==> config.mk <==
export PLATFORM = sky130hd
export DESIGN_NAME = bitmap_slot_allocator_top
export DESIGN_NICKNAME = d
export VERILOG_FILES = /design/src/rtl/core/bsa_pkg.sv /design/src/rtl/core/bsa_ctrl.sv /design/src/rtl/core/bsa_datapath.sv /design/src/rtl/core/bitmap_slot_allocator_top.sv
export SDC_FILE = /design/constraint.sdc
export NUM_CORES = 2
export LEC_CHECK = 0
export BUFFER_PORTS_ARGS = -buffer_cell sky130_fd_sc_hd__buf_2
export CAP_MARGIN = 20
export CORE_MARGIN = 2
export CORE_UTILIZATION = 40
export DETAILED_ROUTE_END_ITERATION = 12
export GPL_ROUTABILITY_DRIVEN = 1
export HOLD_SLACK_MARGIN = 0.15
export PLACE_DENSITY = 0.54
export SETUP_SLACK_MARGIN = 0.05
export SLEW_MARGIN = 20
export SYNTH_ARGS = -nofsm -noshare
export SYNTH_HDL_FRONTEND = slang
export SYNTH_HIERARCHICAL = 1
export SYNTH_SLANG_ARGS = --single-unit
==> constraint.sdc <==
create_clock -name aclk -period 13.7 [get_ports aclk]
set_input_delay 2.74 -clock aclk [delete_from_list [all_inputs] [get_ports aclk]]
set_output_delay 2.74 -clock aclk [all_outputs]
set_load 0.05 [all_outputs]
==> src/rtl/core/bsa_pkg.sv <==
package bsa_pkg;

    localparam int SLOTS_PER_BLOCK_DEF = 32;
    localparam int MAX_BLOCKS_DEF      = 8;

    localparam int ADDR_W     = 48;
    localparam int BASE_W     = 32;
    localparam int ESIZE_W    = 16;
    localparam int BLK_OUT_W  = 4;
    localparam int SLOT_OUT_W = 6;
    localparam int STAT_W     = 2;
    localparam int CFG_IDX_W  = 8;
    localparam int CFG_DATA_W = 32;
    localparam int S_TDATA_W  = 48;
    localparam int M_TDATA_W  = 64;

    localparam logic OP_ALLOC = 1'b0;
    localparam logic OP_FREE  = 1'b1;

    localparam logic [STAT_W-1:0] ST_OK        = 2'd0;
    localparam logic [STAT_W-1:0] ST_POOL_FULL = 2'd1;
    localparam logic [STAT_W-1:0] ST_NOT_FOUND = 2'd2;

    localparam logic [CFG_IDX_W-1:0] REG_REGION_BASE = 8'd0;
    localparam logic [CFG_IDX_W-1:0] REG_ENTRY_SIZE  = 8'd1;

    typedef struct packed {
        logic start;
        logic scan_dec;
        logic pick_old;
        logic pick_new;
        logic mul_alloc;
        logic mul_free;
        logic alloc_commit;
        logic set_full;
        logic set_notfound;
        logic div_init;
        logic div_step;
        logic blk_step;
        logic free_commit;
        logic out_load;
    } bsa_cmd_t;

    typedef struct packed {
        logic cur_zero;
        logic cur_map_full;
        logic created_max;
        logic free_miss;
        logic div_last;
        logic q_ge_spb;
        logic out_busy;
    } bsa_sts_t;

endpackage

==> src/rtl/core/bsa_ctrl.sv <==
module bsa_ctrl (
    input  logic               aclk,
    input  logic               aresetn,
    input  logic               s_tvalid,
    input  logic               s_tuser,
    output logic               s_tready,
    input  bsa_pkg::bsa_sts_t  sts,
    output bsa_pkg::bsa_cmd_t  cmd
);
    import bsa_pkg::*;

    localparam logic [3:0] S_IDLE    = 4'd0;
    localparam logic [3:0] S_ASCAN   = 4'd1;
    localparam logic [3:0] S_AMUL    = 4'd2;
    localparam logic [3:0] S_ACOMMIT = 4'd3;
    localparam logic [3:0] S_FMUL    = 4'd4;
    localparam logic [3:0] S_FCHK    = 4'd5;
    localparam logic [3:0] S_FDIV    = 4'd6;
    localparam logic [3:0] S_FBLK    = 4'd7;
    localparam logic [3:0] S_DONE    = 4'd8;

    logic [3:0] state_reg;
    logic [3:0] state_next;

    assign s_tready = (state_reg == S_IDLE);

    always_comb begin
        state_next = state_reg;
        cmd        = '0;
        unique case (state_reg)
            S_IDLE: begin
                if (s_tvalid) begin
                    cmd.start  = 1'b1;
                    state_next = (s_tuser == OP_FREE) ? S_FMUL : S_ASCAN;
                end
            end
            S_ASCAN: begin
                if (sts.cur_zero) begin
                    if (sts.created_max) begin
                        cmd.set_full = 1'b1;
                        state_next   = S_DONE;
                    end else begin
                        cmd.pick_new = 1'b1;
                        state_next   = S_AMUL;
                    end
                end else if (!sts.cur_map_full) begin
                    cmd.pick_old = 1'b1;
                    state_next   = S_AMUL;
                end else begin
                    cmd.scan_dec = 1'b1;
                end
            end
            S_AMUL: begin
                cmd.mul_alloc = 1'b1;
                state_next    = S_ACOMMIT;
            end
            S_ACOMMIT: begin
                cmd.alloc_commit = 1'b1;
                state_next       = S_DONE;
            end
            S_FMUL: begin
                cmd.mul_free = 1'b1;
                state_next   = S_FCHK;
            end
            S_FCHK: begin
                if (sts.free_miss) begin
                    cmd.set_notfound = 1'b1;
                    state_next       = S_DONE;
                end else begin
                    cmd.div_init = 1'b1;
                    state_next   = S_FDIV;
                end
            end
            S_FDIV: begin
                cmd.div_step = 1'b1;
                if (sts.div_last) begin
                    state_next = S_FBLK;
                end
            end
            S_FBLK: begin
                if (sts.q_ge_spb) begin
                    cmd.blk_step = 1'b1;
                end else begin
                    cmd.free_commit = 1'b1;
                    state_next      = S_DONE;
                end
            end
            S_DONE: begin
                if (!sts.out_busy) begin
                    cmd.out_load = 1'b1;
                    state_next   = S_IDLE;
                end
            end
            default: begin
                state_next = S_IDLE;
            end
        endcase
    end

    always_ff @(posedge aclk) begin
        if (!aresetn) begin
            state_reg <= S_IDLE;
        end else begin
            state_reg <= state_next;
        end
    end

endmodule

==> src/rtl/core/bsa_datapath.sv <==
module bsa_datapath #(
    parameter int SLOTS_PER_BLOCK = bsa_pkg::SLOTS_PER_BLOCK_DEF,
    parameter int MAX_BLOCKS      = bsa_pkg::MAX_BLOCKS_DEF
) (
    input  logic                            aclk,
    input  logic                            aresetn,
    input  bsa_pkg::bsa_cmd_t               cmd,
    output bsa_pkg::bsa_sts_t               sts,
    input  logic [bsa_pkg::S_TDATA_W-1:0]   s_tdata,
    input  logic                            cfg_valid,
    input  logic [bsa_pkg::CFG_IDX_W-1:0]   cfg_index,
    input  logic [bsa_pkg::CFG_DATA_W-1:0]  cfg_data,
    input  logic                            m_tready,
    output logic                            m_tvalid,
    output logic [bsa_pkg::M_TDATA_W-1:0]   m_tdata,
    output logic [bsa_pkg::STAT_W-1:0]      m_tuser
);
    import bsa_pkg::*;

    localparam int SL_W   = $clog2(SLOTS_PER_BLOCK);
    localparam int BI_W   = (MAX_BLOCKS > 1) ? $clog2(MAX_BLOCKS) : 1;
    localparam int CNT_W  = $clog2(MAX_BLOCKS + 1);
    localparam int IDX_W  = $clog2(MAX_BLOCKS * SLOTS_PER_BLOCK + 1);
    localparam int PROD_W = IDX_W + ESIZE_W;
    localparam int J_W    = $clog2(IDX_W);

    localparam logic [SLOTS_PER_BLOCK-1:0] FULL_MAP = '1;
    localparam logic [IDX_W-1:0]           SPB_IDX  = IDX_W'(SLOTS_PER_BLOCK);
    localparam logic [CNT_W-1:0]           MAX_CNT  = CNT_W'(MAX_BLOCKS);

    logic [BASE_W-1:0]          base_reg;
    logic [ESIZE_W-1:0]         esize_reg;
    logic [SLOTS_PER_BLOCK-1:0] maps_reg [MAX_BLOCKS];
    logic [CNT_W-1:0]           created_reg;
    logic [CNT_W-1:0]           cur_reg;
    logic [BI_W-1:0]            target_reg;
    logic [SL_W-1:0]            slot_reg;
    logic                       newblk_reg;
    logic [PROD_W-1:0]          prod_reg;
    logic [ADDR_W-1:0]          off_reg;
    logic                       below_reg;
    logic [PROD_W-1:0]          rem_reg;
    logic [IDX_W-1:0]           q_reg;
    logic [J_W-1:0]             j_reg;
    logic [BI_W-1:0]            blk_reg;
    logic [ADDR_W-1:0]          res_addr_reg;
    logic [BI_W-1:0]            res_blk_reg;
    logic [SL_W-1:0]            res_slot_reg;
    logic [STAT_W-1:0]          res_status_reg;
    logic                       m_tvalid_reg;
    logic [M_TDATA_W-1:0]       m_tdata_reg;
    logic [STAT_W-1:0]          m_tuser_reg;

    logic [CNT_W-1:0]           cur_dec;
    logic [BI_W-1:0]            cur_idx;
    logic [SLOTS_PER_BLOCK-1:0] cur_map;
    logic [SL_W-1:0]            free_slot;
    logic [IDX_W-1:0]           mul_a;
    logic [PROD_W-1:0]          prod_next;
    logic [ADDR_W:0]            diff;
    logic [PROD_W-1:0]          div_shifted;

    function automatic logic [SL_W-1:0] first_zero(input logic [SLOTS_PER_BLOCK-1:0] map);
        logic [SL_W-1:0] pos;
        pos = '0;
        for (int i = SLOTS_PER_BLOCK - 1; i >= 0; i--) begin
            if (!map[i]) begin
                pos = SL_W'(i);
            end
        end
        return pos;
    endfunction

    assign cur_dec   = cur_reg - CNT_W'(1);
    assign cur_idx   = cur_dec[BI_W-1:0];
    assign cur_map   = maps_reg[cur_idx];
    assign free_slot = first_zero(cur_map);

    assign mul_a = cmd.mul_free ? IDX_W'(created_reg) * SPB_IDX
                                : IDX_W'(target_reg) * SPB_IDX + IDX_W'(slot_reg);
    assign prod_next   = PROD_W'(mul_a) * PROD_W'(esize_reg);
    assign diff        = {1'b0, s_tdata[ADDR_W-1:0]} - (ADDR_W + 1)'(base_reg);
    assign div_shifted = PROD_W'(esize_reg) << j_reg;

    assign sts.cur_zero     = (cur_reg == '0);
    assign sts.cur_map_full = (cur_map == FULL_MAP);
    assign sts.created_max  = (created_reg == MAX_CNT);
    assign sts.free_miss    = below_reg || (esize_reg == '0) ||
                              (off_reg >= ADDR_W'(prod_reg));
    assign sts.div_last     = (j_reg == '0);
    assign sts.q_ge_spb     = (q_reg >= SPB_IDX);
    assign sts.out_busy     = m_tvalid_reg && !m_tready;

    assign m_tvalid = m_tvalid_reg;
    assign m_tdata  = m_tdata_reg;
    assign m_tuser  = m_tuser_reg;

    always_ff @(posedge aclk) begin
        if (!aresetn) begin
            base_reg     <= '0;
            esize_reg    <= ESIZE_W'(1);
            created_reg  <= '0;
            m_tvalid_reg <= 1'b0;
            for (int k = 0; k < MAX_BLOCKS; k++) begin
                maps_reg[k] <= '0;
            end
        end else begin
            if (cfg_valid) begin
                unique case (cfg_index)
                    REG_REGION_BASE: base_reg  <= cfg_data[BASE_W-1:0];
                    REG_ENTRY_SIZE:  esize_reg <= cfg_data[ESIZE_W-1:0];
                    default: ;
                endcase
            end
            if (cmd.alloc_commit) begin
                maps_reg[target_reg][slot_reg] <= 1'b1;
                if (newblk_reg) begin
                    created_reg <= created_reg + CNT_W'(1);
                end
            end
            if (cmd.free_commit) begin
                maps_reg[blk_reg][q_reg[SL_W-1:0]] <= 1'b0;
            end
            if (cmd.out_load) begin
                m_tvalid_reg <= 1'b1;
            end else if (m_tready) begin
                m_tvalid_reg <= 1'b0;
            end
        end
    end

    always_ff @(posedge aclk) begin
        if (cmd.start) begin
            cur_reg   <= created_reg;
            off_reg   <= diff[ADDR_W-1:0];
            below_reg <= diff[ADDR_W];
        end
        if (cmd.scan_dec) begin
            cur_reg <= cur_dec;
        end
        if (cmd.pick_old) begin
            target_reg <= cur_idx;
            slot_reg   <= free_slot;
            newblk_reg <= 1'b0;
        end
        if (cmd.pick_new) begin
            target_reg <= created_reg[BI_W-1:0];
            slot_reg   <= '0;
            newblk_reg <= 1'b1;
        end
        if (cmd.mul_alloc || cmd.mul_free) begin
            prod_reg <= prod_next;
        end
        if (cmd.div_init) begin
            rem_reg <= off_reg[PROD_W-1:0];
            q_reg   <= '0;
            j_reg   <= J_W'(IDX_W - 1);
            blk_reg <= '0;
        end
        if (cmd.div_step) begin
            if (rem_reg >= div_shifted) begin
                rem_reg      <= rem_reg - div_shifted;
                q_reg[j_reg] <= 1'b1;
            end
            j_reg <= j_reg - J_W'(1);
        end
        if (cmd.blk_step) begin
            q_reg   <= q_reg - SPB_IDX;
            blk_reg <= blk_reg + BI_W'(1);
        end
        if (cmd.alloc_commit) begin
            res_addr_reg   <= ADDR_W'(base_reg) + ADDR_W'(prod_reg);
            res_blk_reg    <= target_reg;
            res_slot_reg   <= slot_reg;
            res_status_reg <= ST_OK;
        end
        if (cmd.free_commit) begin
            res_addr_reg   <= '0;
            res_blk_reg    <= blk_reg;
            res_slot_reg   <= q_reg[SL_W-1:0];
            res_status_reg <= ST_OK;
        end
        if (cmd.set_full || cmd.set_notfound) begin
            res_addr_reg   <= '0;
            res_blk_reg    <= '0;
            res_slot_reg   <= '0;
            res_status_reg <= cmd.set_full ? ST_POOL_FULL : ST_NOT_FOUND;
        end
        if (cmd.out_load) begin
            m_tdata_reg <= M_TDATA_W'({SLOT_OUT_W'(res_slot_reg), BLK_OUT_W'(res_blk_reg),
                                       res_addr_reg});
            m_tuser_reg <= res_status_reg;
        end
    end

    a_created_bound: assert property (@(posedge aclk) disable iff (!aresetn)
        created_reg <= MAX_CNT)
        else $error("Block count exceeds the number of blocks.");

    a_alloc_slot_free: assert property (@(posedge aclk) disable iff (!aresetn)
        cmd.alloc_commit |-> !maps_reg[target_reg][slot_reg])
        else $error("Allocation picked a slot that is already taken.");

    a_new_block_count: assert property (@(posedge aclk) disable iff (!aresetn)
        cmd.alloc_commit && newblk_reg |=> created_reg == $past(created_reg) + CNT_W'(1))
        else $error("Opening a block did not advance the block count.");

    a_free_in_range: assert property (@(posedge aclk) disable iff (!aresetn)
        cmd.free_commit |-> (CNT_W'(blk_reg) < created_reg) && (q_reg < SPB_IDX))
        else $error("Free resolved to a slot outside the open blocks.");

endmodule

==> src/rtl/core/bitmap_slot_allocator_top.sv <==
// Slot allocator over up to MAX_BLOCKS blocks of SLOTS_PER_BLOCK fixed-size slots, one item at
// a time. An allocate item scans the open blocks newest first, one block per cycle, then
// multiplies out the address of the chosen slot and commits it; a full pool answers straight
// from the scan. A free item that misses the open blocks answers without dividing; otherwise
// it divides the offset of its address by entry_size in a restoring divider, one quotient bit
// per cycle over W = clog2(MAX_BLOCKS*SLOTS_PER_BLOCK+1) bits (9 by default), then steps the
// quotient down by whole blocks to find the block hit. A new item is taken while the previous
// result still waits on the result side. Configuration writes are always taken and must only
// happen while the block is idle.
module bitmap_slot_allocator_top #(
    parameter int SLOTS_PER_BLOCK = bsa_pkg::SLOTS_PER_BLOCK_DEF,
    parameter int MAX_BLOCKS      = bsa_pkg::MAX_BLOCKS_DEF
) (
    input  logic                            aclk,
    input  logic                            aresetn,
    input  logic                            s_tvalid,
    output logic                            s_tready,
    input  logic [bsa_pkg::S_TDATA_W-1:0]   s_tdata,   // [47:0] address
    input  logic                            s_tuser,   // [0] opcode
    output logic                            m_tvalid,
    input  logic                            m_tready,
    output logic [bsa_pkg::M_TDATA_W-1:0]   m_tdata,   // [47:0] result_address,
                                                       // [51:48] block_index,
                                                       // [57:52] slot_index, [63:58] zero
    output logic [bsa_pkg::STAT_W-1:0]      m_tuser,   // [1:0] status
    input  logic                            cfg_valid,
    output logic                            cfg_ready,
    input  logic [bsa_pkg::CFG_IDX_W-1:0]   cfg_index,
    input  logic [bsa_pkg::CFG_DATA_W-1:0]  cfg_data
);
    import bsa_pkg::*;

    bsa_cmd_t cmd;
    bsa_sts_t sts;

    assign cfg_ready = 1'b1;

    bsa_ctrl u_ctrl (
        .aclk     (aclk),
        .aresetn  (aresetn),
        .s_tvalid (s_tvalid),
        .s_tuser  (s_tuser),
        .s_tready (s_tready),
        .sts      (sts),
        .cmd      (cmd)
    );

    bsa_datapath #(
        .SLOTS_PER_BLOCK (SLOTS_PER_BLOCK),
        .MAX_BLOCKS      (MAX_BLOCKS)
    ) u_datapath (
        .aclk      (aclk),
        .aresetn   (aresetn),
        .cmd       (cmd),
        .sts       (sts),
        .s_tdata   (s_tdata),
        .cfg_valid (cfg_valid),
        .cfg_index (cfg_index),
        .cfg_data  (cfg_data),
        .m_tready  (m_tready),
        .m_tvalid  (m_tvalid),
        .m_tdata   (m_tdata),
        .m_tuser   (m_tuser)
    );

endmodule

==> reports/results.txt <==
wire length per cell: 22.04 µm
peak supply drop: 111.9 µV
internal power: 0.003330 W
P_sw: 0.001831 W
clk root buf: clkbuf_16
effective utilization at floorplan: 0.4021
grt ovf: 0
Most Frequent Cell on Critical Path: fa_1
CP max FO: 16
Sw Ratio: 0.3548
initial antenna violation count: 1
die area: 0.08116 mm²
FP Rows: 103
final setup violation count: 0
GRT Util Overall: 0.2380
minimum clock period: 6.320 ns
post-synth top area cell: dfxtp_1
ys async rst share: 0
drt via density: 5.683
Yosys reg bits: 527
status: finished, final reports clean
post_cts resized: 0
sequential share of power: 0.388
share of cells above drive strength 1: 0.1150
Slowest cell on crit path: nor2b_1
Detail Route Antenna Nets: 0
Ys Warns: 6
final hold viol count: 0
CTS Buf Count: 58
Bufs on Longest Clock Path: 3
leakage power: 13.94 nW
Worst Skew: 0.02581 ns
RSZ-0062 raised after global routing: false
initial DRC count: 2126
cell area after synthesis: 0.03156 mm²
max FFs per register: 256
antenna cells: 0
startpoint class of the critical path: register
Clock Power Share: 0.318
Post-route DRC: 0
CP Data Arrival Time: 6.69 ns
Final Core Density: 0.4481
Hold Buf Count CTS: 0
Yosys top cell area share: 0.2468
Slew Limit Fails: 0
depth of the CTS H-tree: 2
HPWL Detailed: 67140 µm
I/O pins: 163
Most used DFF post-synth: dfxtp_1
final WL: 98860 µm
most frequent cell after synthesis: dfxtp_1
Yosys cell types: 83
worst skew pair latency: 0.63 ns
PortBufs: 138
Worst EP required: 14.07 ns
fmax: 158.2 MHz
Slew HR: 0.2973
Core Area: 0.07848 mm²
sequential area share after synthesis: 0.3781
Logic pwr share: 0.294
TritonCTS Sinks: 527
worst-margin pin slew: 1.048 ns
CTS tree: done
Power Density: 146.8 mW/mm²
largest net degree at the start of global routing: 97
DIE HEIGHT: 284.9 µm
Syn Area/Cell: 9.435 µm²
Layout Area Growth over Synthesis: 11.44%
Critical Path Sink Type: register
via count: 25494
setup TNS: 0 ns
Setup Fix Bufs, Post-CTS: 0
CTS clock-pin slew for the worst setup and hold paths: 0.06 ns
Gate Count Post-Synth: 3345
MaxCap Viol Count: 0
Final #Nets: 3745
Hold Crit Class: register to register
final period utilization: 0.4613
Area contributors post-synth: dfxtp_1 25%, edfxtp_1 13%, fa_1 6.5%
vias in the first global route: 24757
CP cell instances: nor4b_2 > buf_4 > nor2b_1 > and2_1 > fa_1 > fa_1 > fa_1 > inv_1 > fa_1 > inv_1 > ha_1 > nor2_1 > a211o_1 > or2_1 > a21oi_1 > nand4_1 > a41oi_1 > o21a_1 > nor2_1 > xnor2_1
first-pass GRT wire length: 151100 µm
routability cong.: 0.8678
Post-synth EDFFs: 138
synth cell count leaders: 389 x dfxtp_1, 382 x a21oi_1, 322 x nand2_1
1st-pass router iterations: 6
Worst Path Class, Setup: register to register
CP max stage delay: 0.76 ns
Die X: 284.9 µm
[worst max-delay path, delay by kind of cell, from the launching register on]
| kind | cells | cell delay (ns) |
|---|---|---|
| AND/OR/NAND/NOR | 7 | 1.66 |
| AO/OA/AOI/OAI | 4 | 1.00 |
| adder cells (fa/ha/maj) | 5 | 2.30 |
| buffers and inverters | 3 | 0.30 |
| flip-flops | 1 | 0.66 |
| XOR/XNOR | 1 | 0.11 |
[layer usage]
| layer | routed length, µm | track usage | part of all wire | vias up |
|---|---|---|---|---|
| li1 | - | - | - | 12074 |
| met1 | 46940 | 0.3513 | 0.47 | 12547 |
| met2 | 43630 | 0.3679 | 0.44 | 764 |
| met3 | 6596 | 0.03888 | 0.067 | 107 |
| met4 | 1684 | 0.04632 | 0.017 | 2 |
| met5 | 13 | 0 | 0.00013 | - |
[worst paths after layout]
check	start	depth (start not counted)	end	slack [ns]
max	u_ctrl/state_reg[1]$_SDFFE_PN0P_	20	u_datapath/prod_reg[23]$_DFFE_PP_	7.38
min	u_datapath/res_status_reg[1]$_SDFFCE_PN0P_	0	u_datapath/m_tuser[1]$_DFFE_PP_	0.43
max reg2reg	u_ctrl/state_reg[1]$_SDFFE_PN0P_	20	u_datapath/prod_reg[23]$_DFFE_PP_	7.38
min reg2reg	u_datapath/res_status_reg[1]$_SDFFCE_PN0P_	0	u_datapath/m_tuser[1]$_DFFE_PP_	0.43
[per-stage QoR]
step | std cells | hold WS, ns | cell area (µm²) | power (W) | setup slack (ns)
final | 4486 | 0.4316 | 35170 | 0.005162 | 7.380
after global routing | 4486 | 0.4372 | 35170 | 0.005410 | 6.916
after CTS | 4486 | 0.4340 | 35170 | 0.005182 | 7.372
after detailed placement | 4377 | 0.4173 | 33180 | 0.003530 | 7.351
after global placement | 4376 | 0.4040 | 33150 | 0.003530 | 7.395
after floorplan | 3367 | 0.4003 | 31640 | 0.003031 | 6.055
[power by group through the flow]
stage	logic (W)	clock network [W]	registers (W)
2_1_floorplan	0.00110	0	0.00193
3_3_place_gp	0.00150	0	0.00203
3_5_place_dp	0.00150	0	0.00203
4_1_cts	0.00151	0.00167	0.00200
5_1_grt	0.00166	0.00173	0.00202
6_report	0.00152	0.00164	0.00200
[layout by cell type, fill, tap and decap left out, types with 71 or more instances in the layout]
master | Yosys | final
xnor2_1 | 85 | 84
a21oi_1 | 382 | 382
nand2_1 | 322 | 322
fa_1 | 102 | 102
edfxtp_1 | 138 | 138
mux4_2 | 71 | 71
dfxtp_1 | 389 | 389
inv_1 | 189 | 189
nor2_1 | 212 | 209
mux2i_1 | 75 | 75
ha_1 | 162 | 161
a22oi_1 | 263 | 263
buf_2 | 10 | 137
[kinds of logic after synthesis]
kind of cell,share of synthesized area
xor gates and xnor gates,0.03164
DFF,0.3781
buffers and inverters,0.05249
other,0.0002380
AOI/OAI and AO/OA,0.1962
adders and majority gates,0.1289
muxes,0.07731
and+or+nand+nor,0.1351
[final cells by class]
type                       count  area, µm²
tap                         1050       1314
multi-input combinational   2426      18170
fill                        7607      43310
clock buffer                  82       1675
sequential                   527      11930
inverter                     192      720.7
clock inverter                27      314.1
timing repair buffer         182       1044
No activity file was read; power rests on OpenSTA's default activity.
